==> src/design/sdws_pkg.sv <==
// Shared types and constants of the spike delay wheel scheduler.
package sdws_pkg;

  localparam int XY_W    = 6;
  localparam int DLY_W   = 8;
  localparam int GW_W    = 7;
  localparam int NIDX_W  = 6;
  localparam int LIN_W   = 13;
  localparam int WGT_W   = 16;
  localparam int SID_W   = 16;
  localparam int GIDX_W  = 17;
  localparam int CFG_IDX_W  = 2;
  localparam int CFG_DATA_W = 16;

  localparam logic [CFG_IDX_W-1:0] CFG_GROUP_WIDTH = 2'd0;
  localparam logic [CFG_IDX_W-1:0] CFG_FIRE_DIRECT = 2'd1;
  localparam logic [CFG_IDX_W-1:0] CFG_SYN_WEIGHT  = 2'd2;
  localparam logic [CFG_IDX_W-1:0] CFG_START_ID    = 2'd3;

  localparam logic MODE_INSERT = 1'b0;
  localparam logic MODE_TICK   = 1'b1;

  localparam logic [GW_W-1:0] GROUP_WIDTH_RST = 7'd8;

  typedef struct packed {
    logic             mode;
    logic [XY_W-1:0]  x_pos;
    logic [XY_W-1:0]  y_pos;
    logic [DLY_W-1:0] delay;
  } sdws_in_t;

  typedef struct packed {
    logic [NIDX_W-1:0]       neuron_index;
    logic [GIDX_W-1:0]       global_index;
    logic                    direct_fire;
    logic signed [WGT_W-1:0] weight;
    logic                    last;
  } sdws_out_t;

endpackage

==> src/design/spike_delay_wheel_scheduler.sv <==
// Top level of the spike delay wheel scheduler: slot memory, control and result register.
//
// The block keeps a timing wheel of DELAY_SLOTS slots, each a bitmap of NEURONS neurons,
// in one synchronous memory with a registered read. For an insert item the slot is read
// in the cycle it is accepted and, if the neuron lies in the group, written back with its
// bit set in the next, so the input is stalled during the write back. A tick item reads
// the current slot and then yields one result per set neuron bit, in ascending index
// order, as fast as the result side takes them; an empty slot ends after the read with no
// result. The output register lets a new item be accepted while the final result still
// waits. Every slot has a valid bit that reset clears, so the block needs no clearing pass
// and is ready as soon as reset is released.
module spike_delay_wheel_scheduler
  import sdws_pkg::*;
#(
  parameter int DELAY_SLOTS = 16,
  parameter int NEURONS     = 64
) (
  input  logic                  clk,
  input  logic                  rst_n,
  input  logic                  in_valid,
  output logic                  in_stall,
  input  sdws_in_t              in_data,
  output logic                  out_valid,
  input  logic                  out_stall,
  output sdws_out_t             out_data,
  input  logic                  cfg_we,
  input  logic [CFG_IDX_W-1:0]  cfg_index,
  input  logic [CFG_DATA_W-1:0] cfg_data
);

  localparam int SW = $clog2(DELAY_SLOTS);

  localparam logic [1:0] ST_IDLE    = 2'd0;
  localparam logic [1:0] ST_INS_WR  = 2'd1;
  localparam logic [1:0] ST_TICK_LD = 2'd2;
  localparam logic [1:0] ST_DRAIN   = 2'd3;

  typedef logic [(2**DLY_W)-1:0][SW-1:0] dmod_tab_t;

  function automatic dmod_tab_t build_dmod();
    dmod_tab_t t;
    for (int i = 0; i < 2**DLY_W; i++) begin
      t[i] = SW'(i % DELAY_SLOTS);
    end
    return t;
  endfunction

  // Delay reduced modulo the slot count, built at elaboration.
  localparam dmod_tab_t DMOD_TAB = build_dmod();

  // Configuration registers.
  logic [GW_W-1:0]         group_width_r;
  logic                    fire_direct_r;
  logic signed [WGT_W-1:0] syn_weight_r;
  logic [SID_W-1:0]        start_id_r;

  // Control state.
  logic [1:0]             state_r, state_nxt;
  logic [SW-1:0]          cur_r, cur_nxt;
  logic [DELAY_SLOTS-1:0] slot_vld_r, slot_vld_nxt;
  logic [NEURONS-1:0]     pending_r, pending_nxt;
  logic                   out_valid_r, out_valid_nxt;

  // Insert bookkeeping and result payload.
  logic [SW-1:0]     slot_r;
  logic [NIDX_W-1:0] idx_r;
  logic              hit_r;
  sdws_out_t         out_data_r;

  // Slot memory.
  logic [NEURONS-1:0] wheel_mem [DELAY_SLOTS];
  logic [NEURONS-1:0] rd_data_r;
  logic [SW-1:0]      rd_addr;
  logic               mem_we;
  logic [NEURONS-1:0] wr_data;

  logic               in_acc;
  logic [LIN_W-1:0]   lin_idx;
  logic [SW:0]        slot_sum;
  logic [SW-1:0]      slot_calc;
  logic               out_free;
  logic [NEURONS-1:0] low_bit;
  logic [NEURONS-1:0] rest_bits;
  logic [NIDX_W-1:0]  low_idx;
  logic [NEURONS-1:0] loaded_bits;
  sdws_out_t          result;
  logic               load_out;

  assign in_stall  = (state_r != ST_IDLE);
  assign in_acc    = in_valid && !in_stall;
  assign out_valid = out_valid_r;
  assign out_data  = out_data_r;
  assign out_free  = !out_valid_r || !out_stall;

  assign lin_idx = LIN_W'(in_data.x_pos) + LIN_W'(in_data.y_pos) * LIN_W'(group_width_r);

  // The current slot is below the slot count, so one subtract brings the sum back in range.
  assign slot_sum  = {1'b0, cur_r} + {1'b0, DMOD_TAB[in_data.delay]};
  assign slot_calc = (slot_sum >= (SW+1)'(DELAY_SLOTS)) ?
                     SW'(slot_sum - (SW+1)'(DELAY_SLOTS)) : SW'(slot_sum);

  assign rd_addr = (in_data.mode == MODE_TICK) ? cur_r : slot_calc;

  // A slot whose valid bit is clear reads as empty.
  assign loaded_bits = slot_vld_r[cur_r] ? rd_data_r : '0;
  assign mem_we      = (state_r == ST_INS_WR) && hit_r;
  assign wr_data     = (slot_vld_r[slot_r] ? rd_data_r : '0) | (NEURONS'(1) << idx_r);

  // Lowest pending neuron first.
  assign low_bit   = pending_r & (~pending_r + NEURONS'(1));
  assign rest_bits = pending_r & ~low_bit;

  always_comb begin
    low_idx = '0;
    for (int i = 0; i < NEURONS; i++) begin
      if (low_bit[i]) begin
        low_idx = low_idx | NIDX_W'(i);
      end
    end
  end

  always_comb begin
    result.neuron_index = low_idx;
    result.global_index = GIDX_W'(low_idx) + GIDX_W'(start_id_r);
    result.direct_fire  = fire_direct_r;
    result.weight       = fire_direct_r ? '0 : syn_weight_r;
    result.last         = (rest_bits == '0);
  end

  assign load_out = (state_r == ST_DRAIN) && out_free;

  always_comb begin
    state_nxt     = state_r;
    cur_nxt       = cur_r;
    slot_vld_nxt  = slot_vld_r;
    pending_nxt   = pending_r;
    out_valid_nxt = out_valid_r;

    if (out_valid_r && !out_stall) begin
      out_valid_nxt = 1'b0;
    end

    case (state_r)
      ST_IDLE: begin
        if (in_acc) begin
          state_nxt = (in_data.mode == MODE_TICK) ? ST_TICK_LD : ST_INS_WR;
        end
      end
      ST_INS_WR: begin
        if (hit_r) begin
          slot_vld_nxt[slot_r] = 1'b1;
        end
        state_nxt = ST_IDLE;
      end
      ST_TICK_LD: begin
        pending_nxt         = loaded_bits;
        slot_vld_nxt[cur_r] = 1'b0;
        cur_nxt             = (cur_r == SW'(DELAY_SLOTS - 1)) ? '0 : cur_r + SW'(1);
        state_nxt           = (loaded_bits == '0) ? ST_IDLE : ST_DRAIN;
      end
      ST_DRAIN: begin
        if (out_free) begin
          out_valid_nxt = 1'b1;
          pending_nxt   = rest_bits;
          if (rest_bits == '0) begin
            state_nxt = ST_IDLE;
          end
        end
      end
      default: begin
        state_nxt = ST_IDLE;
      end
    endcase
  end

  always_ff @(posedge clk) begin
    if (!rst_n) begin
      state_r     <= ST_IDLE;
      cur_r       <= '0;
      slot_vld_r  <= '0;
      pending_r   <= '0;
      out_valid_r <= 1'b0;
    end else begin
      state_r     <= state_nxt;
      cur_r       <= cur_nxt;
      slot_vld_r  <= slot_vld_nxt;
      pending_r   <= pending_nxt;
      out_valid_r <= out_valid_nxt;
    end
  end

  always_ff @(posedge clk) begin
    if (!rst_n) begin
      group_width_r <= GROUP_WIDTH_RST;
      fire_direct_r <= 1'b0;
      syn_weight_r  <= '0;
      start_id_r    <= '0;
    end else if (cfg_we) begin
      case (cfg_index)
        CFG_GROUP_WIDTH: group_width_r <= cfg_data[GW_W-1:0];
        CFG_FIRE_DIRECT: fire_direct_r <= cfg_data[0];
        CFG_SYN_WEIGHT:  syn_weight_r  <= cfg_data[WGT_W-1:0];
        CFG_START_ID:    start_id_r    <= cfg_data[SID_W-1:0];
        default: begin
        end
      endcase
    end
  end

  always_ff @(posedge clk) begin
    if (in_acc) begin
      slot_r <= slot_calc;
      idx_r  <= lin_idx[NIDX_W-1:0];
      hit_r  <= (lin_idx < LIN_W'(NEURONS));
    end
    if (load_out) begin
      out_data_r <= result;
    end
  end

  // The read issued with an accepted item is consumed the next cycle; the input stalls
  // during the write back, so a later read always sees the updated slot.
  always_ff @(posedge clk) begin
    rd_data_r <= wheel_mem[rd_addr];
    if (mem_we) begin
      wheel_mem[slot_r] <= wr_data;
    end
  end

  a_out_from_drain: assert property (@(posedge clk) disable iff (!rst_n)
    $rose(out_valid_r) |-> $past(state_r) == ST_DRAIN)
    else $error("result appeared outside of a drain");

  a_drain_has_work: assert property (@(posedge clk) disable iff (!rst_n)
    state_r == ST_DRAIN |-> pending_r != '0)
    else $error("drain with no pending neuron");

  a_tick_clears_slot: assert property (@(posedge clk) disable iff (!rst_n)
    state_r == ST_TICK_LD |=> !slot_vld_r[$past(cur_r)])
    else $error("drained slot still marked valid");

  a_insert_marks_slot: assert property (@(posedge clk) disable iff (!rst_n)
    state_r == ST_INS_WR && hit_r |=> slot_vld_r[$past(slot_r)])
    else $error("written slot not marked valid");

  a_last_ends_drain: assert property (@(posedge clk) disable iff (!rst_n)
    load_out && rest_bits == '0 |=> state_r == ST_IDLE && out_data_r.last && out_valid_r)
    else $error("final result of a tick not marked last");

endmodule

==> config.mk <==
export PLATFORM = sky130hd
export DESIGN_NAME = spike_delay_wheel_scheduler
export DESIGN_NICKNAME = d
export VERILOG_FILES = /design/src/design/sdws_pkg.sv /design/src/design/spike_delay_wheel_scheduler.sv
export SDC_FILE = /design/constraint.sdc
export NUM_CORES = 2
export LEC_CHECK = 0
export BUFFER_PORTS_ARGS = -buffer_cell sky130_fd_sc_hd__buf_4
export CORE_ASPECT_RATIO = 1.2
export CORE_MARGIN = 4
export CORE_UTILIZATION = 35
export CTS_BUF_LIST = sky130_fd_sc_hd__clkbuf_2
export DETAILED_ROUTE_END_ITERATION = 8
export GPL_TIMING_DRIVEN = 0
export PLACE_DENSITY = 0.49
export SYNTH_ARGS = -nofsm -noshare
export SYNTH_HDL_FRONTEND = slang
export SYNTH_SLANG_ARGS = --single-unit
==> constraint.sdc <==
create_clock -name clk -period 8.4 [get_ports clk]
set_input_delay 0.84 -clock clk [delete_from_list [all_inputs] [get_ports clk]]
set_output_delay 0.84 -clock clk [all_outputs]
set_load 0.01 [all_outputs]
==> reports/metrics.cfg <==
[outcome]
status = finished, final reports clean

[detailed_routing]
post-route-drc-count = 0
wirelength_um = 159000
vias = 31967
first_iter_violations = 2535
ant_nets = 0
dr.pass1.iters = 5
wl_per_cell_um = 26.5
viasPerCell = 5.35

[worst_setup_path]
crit_path_end_kind = flip-flop
arrival_ns = 7.24
crit_start = in_data[0]
start_kind = input port
worstPathRequired_ns = 9.86
rr_startpoint = pending_r[40]$_SDFFE_PN0P_
cp_max_fo = 10
reg2reg_slack_ns = 2.69
path_class = in2reg

[sta]
setup_viol = 0
rsz0062_at_grt = no
finClkSkew_ns = 0.127
slew_headroom_pct = 6.21
hold_viol = 0
fin_crit_ns = 5.79
fin_setup_tns_ns = 0
fin_hold_ws_ns = 0.241
max_freq_ghz = 0.173
slew_violations = 0
finalCritPeriodShare_pct = 68.9
max_slew.worst_pin.slew_ns = 1.41

[floorplanning]
dieArea_um2 = 155000
rows = 154
die_x_um = 360
coreArea_um2 = 147000
start_util_pct = 35.4
die-height_um = 431
ioPinCount = 87

[synthesis]
netlist_top_cells_area = edfxtp_1 62%, mux4_2 11%, dfxtp_1 7.3%
syn_avg_cell_area_um2 = 16.2
synth-seq-cells = 1267
yosysMostFrequentCell = edfxtp_1
synth_edf_count = 1076
synth_common_cells = 1,076 x edfxtp_1, 304 x nand2_1, 266 x mux4_2
syn_inst = 3211
ys.flop_type = edfxtp_1
syn_nets = 3326
synthArstFlopShare_pct = 0
ys_warn_count = 0
syn-cell-area_um2 = 52100
yosysUniqueCellTypes = 78
synth_area_leader_cell = edfxtp_1
ys_seq_area_share_pct = 69.3
synth_top_area_share_pct = 62.0

[final_layout]
stdcell_count = 5976
syn_to_final_growth_pct = 15.6
num-nets-final = 3910
postLayoutCoreUtil_pct = 40.9
drive_gt1_share_pct = 24.8

[power_and_ir_drop]
p_leak_nw = 19.5
powerDensity_nw_per_um2 = 194
p_sw_w = 0.00299
clock_power_share_pct = 34.9
p_int_w = 0.00870
peakVddDrop_v = 0.000112
seq_power_share_pct = 59.3
switching_share_pct = 25.6
power_w = 0.0117
power_frac_comb_pct = 5.8

[min_path]
min-delay-start = in_data[13]
hold_class = in2reg

[grt]
grt.overflow.total = 0
grt_max_degree = 42
grt_pass1_wl_um = 231000
antenna_found_initial = 4
grt_pass1_vias = 33222
grt.total_usage_pct = 20.3

[cts]
numCtsBuffers = 327
postCtsSetupBuffers = 0
clock_sinks = 1267
clk_latency_ns = 1.71
ctsLongestPathBuffers = 4
path_clk_slew_ns = 0.11
tritoncts = done
root_buffer = clkbuf_2
cts_max_level = 5

[run]
maxCapViolCount = 0

[placed_design]
hpwl_um = 108000
portBuffers = 81
gp_congestion = 0.957
place_inst = 5332

power groups by stage:
stage | clock (W) | combinational (W) | sequential [W]
floorplan | 0 | 0.000403 | 0.00699
global placement | 0 | 0.000642 | 0.00707
detailed placement | 0 | 0.000652 | 0.00707
CTS | 0.00424 | 0.000691 | 0.00692
global route | 0.00459 | 0.000738 | 0.00693
finish | 0.00408 | 0.000677 | 0.00693
sequential cells by signal (all words and copies together), names as in the netlist:
register       cells
cur_r              4
fire_direct_r      1
group_width_r      7
hit_r              1
idx_r              6
out_data          41
out_valid          1
pending_r         64
rd_data_r         64
slot_r             4
slot_vld_r        16
start_id_r        16
state_r            2
syn_weight_r      16
wheel_mem       1024
layout make-up:
| class | instances | area [µm²] |
|---|---|---|
| flip-flops and latches | 1267 | 36100 |
| repair buffers | 255 | 2770 |
| clock buffers | 491 | 2460 |
| fillers | 13705 | 87200 |
| multi-input cells | 1701 | 15200 |
| inverters | 60 | 225 |
| plain buffers | 183 | 699 |
| well taps | 1950 | 2440 |
| clock inverters | 59 | 304 |
| diodes | 10 | 25.0 |
per-stage QoR:
stage | instance area (µm²) | setup slack (ns)
floorplan | 52100 | 2.26
global placement | 55200 | -4.75
detailed placement | 56600 | 1.90
CTS | 60200 | 2.49
global route | 60200 | 2.34
finish | 60200 | 2.61
placed cells by master, fill, tap and decap left out, drive strengths merged, types with 14 or more instances in the layout:
cell type | netlist | routed
dfxtp | 191 | 191
edfxtp | 1076 | 1076
inv | 60 | 63
clkinv | 0 | 53
buf | 42 | 213
xnor2 | 15 | 15
o21a | 27 | 27
and2 | 103 | 103
mux4 | 266 | 266
dlygate4sd3 | 0 | 84
o21ai | 115 | 115
nand3 | 30 | 30
fa | 26 | 26
nand4 | 14 | 14
and3 | 15 | 15
nor2 | 91 | 91
a21boi | 46 | 46
nor3 | 38 | 38
a22oi | 34 | 34
nand2 | 304 | 304
or4 | 18 | 18
nor2b | 75 | 75
a21oi | 74 | 74
clkbuf | 141 | 632
a211oi | 67 | 67
nor4 | 36 | 36
ha | 45 | 45
a22o | 46 | 46
a31oi | 68 | 68
layer usage:
layer	vias up	track usage, %	share of wire [%]
met5	-	0	0
met4	0	7.79	3.6
met3	291	4.09	5.7
met2	1122	34.1	49
met1	16516	25.8	41
li1	14038	-	-
final timing paths:
kind                            depth (start not counted)                            to
worst min register to register                          2  syn_weight_r[5]$_SDFFE_PN0P_
worst max register to register                         18        out_data[30]$_DFFE_PP_
worst min-delay path                                    8               hit_r$_DFFE_PP_
worst max-delay path                                   13         rd_data_r[23]$_DFF_P_
logic make-up after synthesis:
family	share of synthesized area, %
mux	11.7
simple gates	7.51
fa+ha+maj	2.10
compound gates	7.13
xor+xnor	0.437
buf+inv	1.77
flops	69.3
worst max-delay path, stage by stage:
cell	delay [ns]
dlygate4sd3_1	0.57
buf_4	0.14
dlygate4sd3_1	0.56
ha_1	0.25
fa_1	0.39
xor2_1	0.19
mux2i_1	0.60
clkbuf_1	0.93
clkbuf_1	1.00
buf_1	0.84
mux4_2	0.61
nand2_1	0.13
a31oi_1	0.16
what timing repair did:
action,4_1_cts,5_1_grt
endpoints found under the hold margin,98,0
hold buffers,84,0
gates resized for setup,0,0
(Power assumes the default switching activity.)
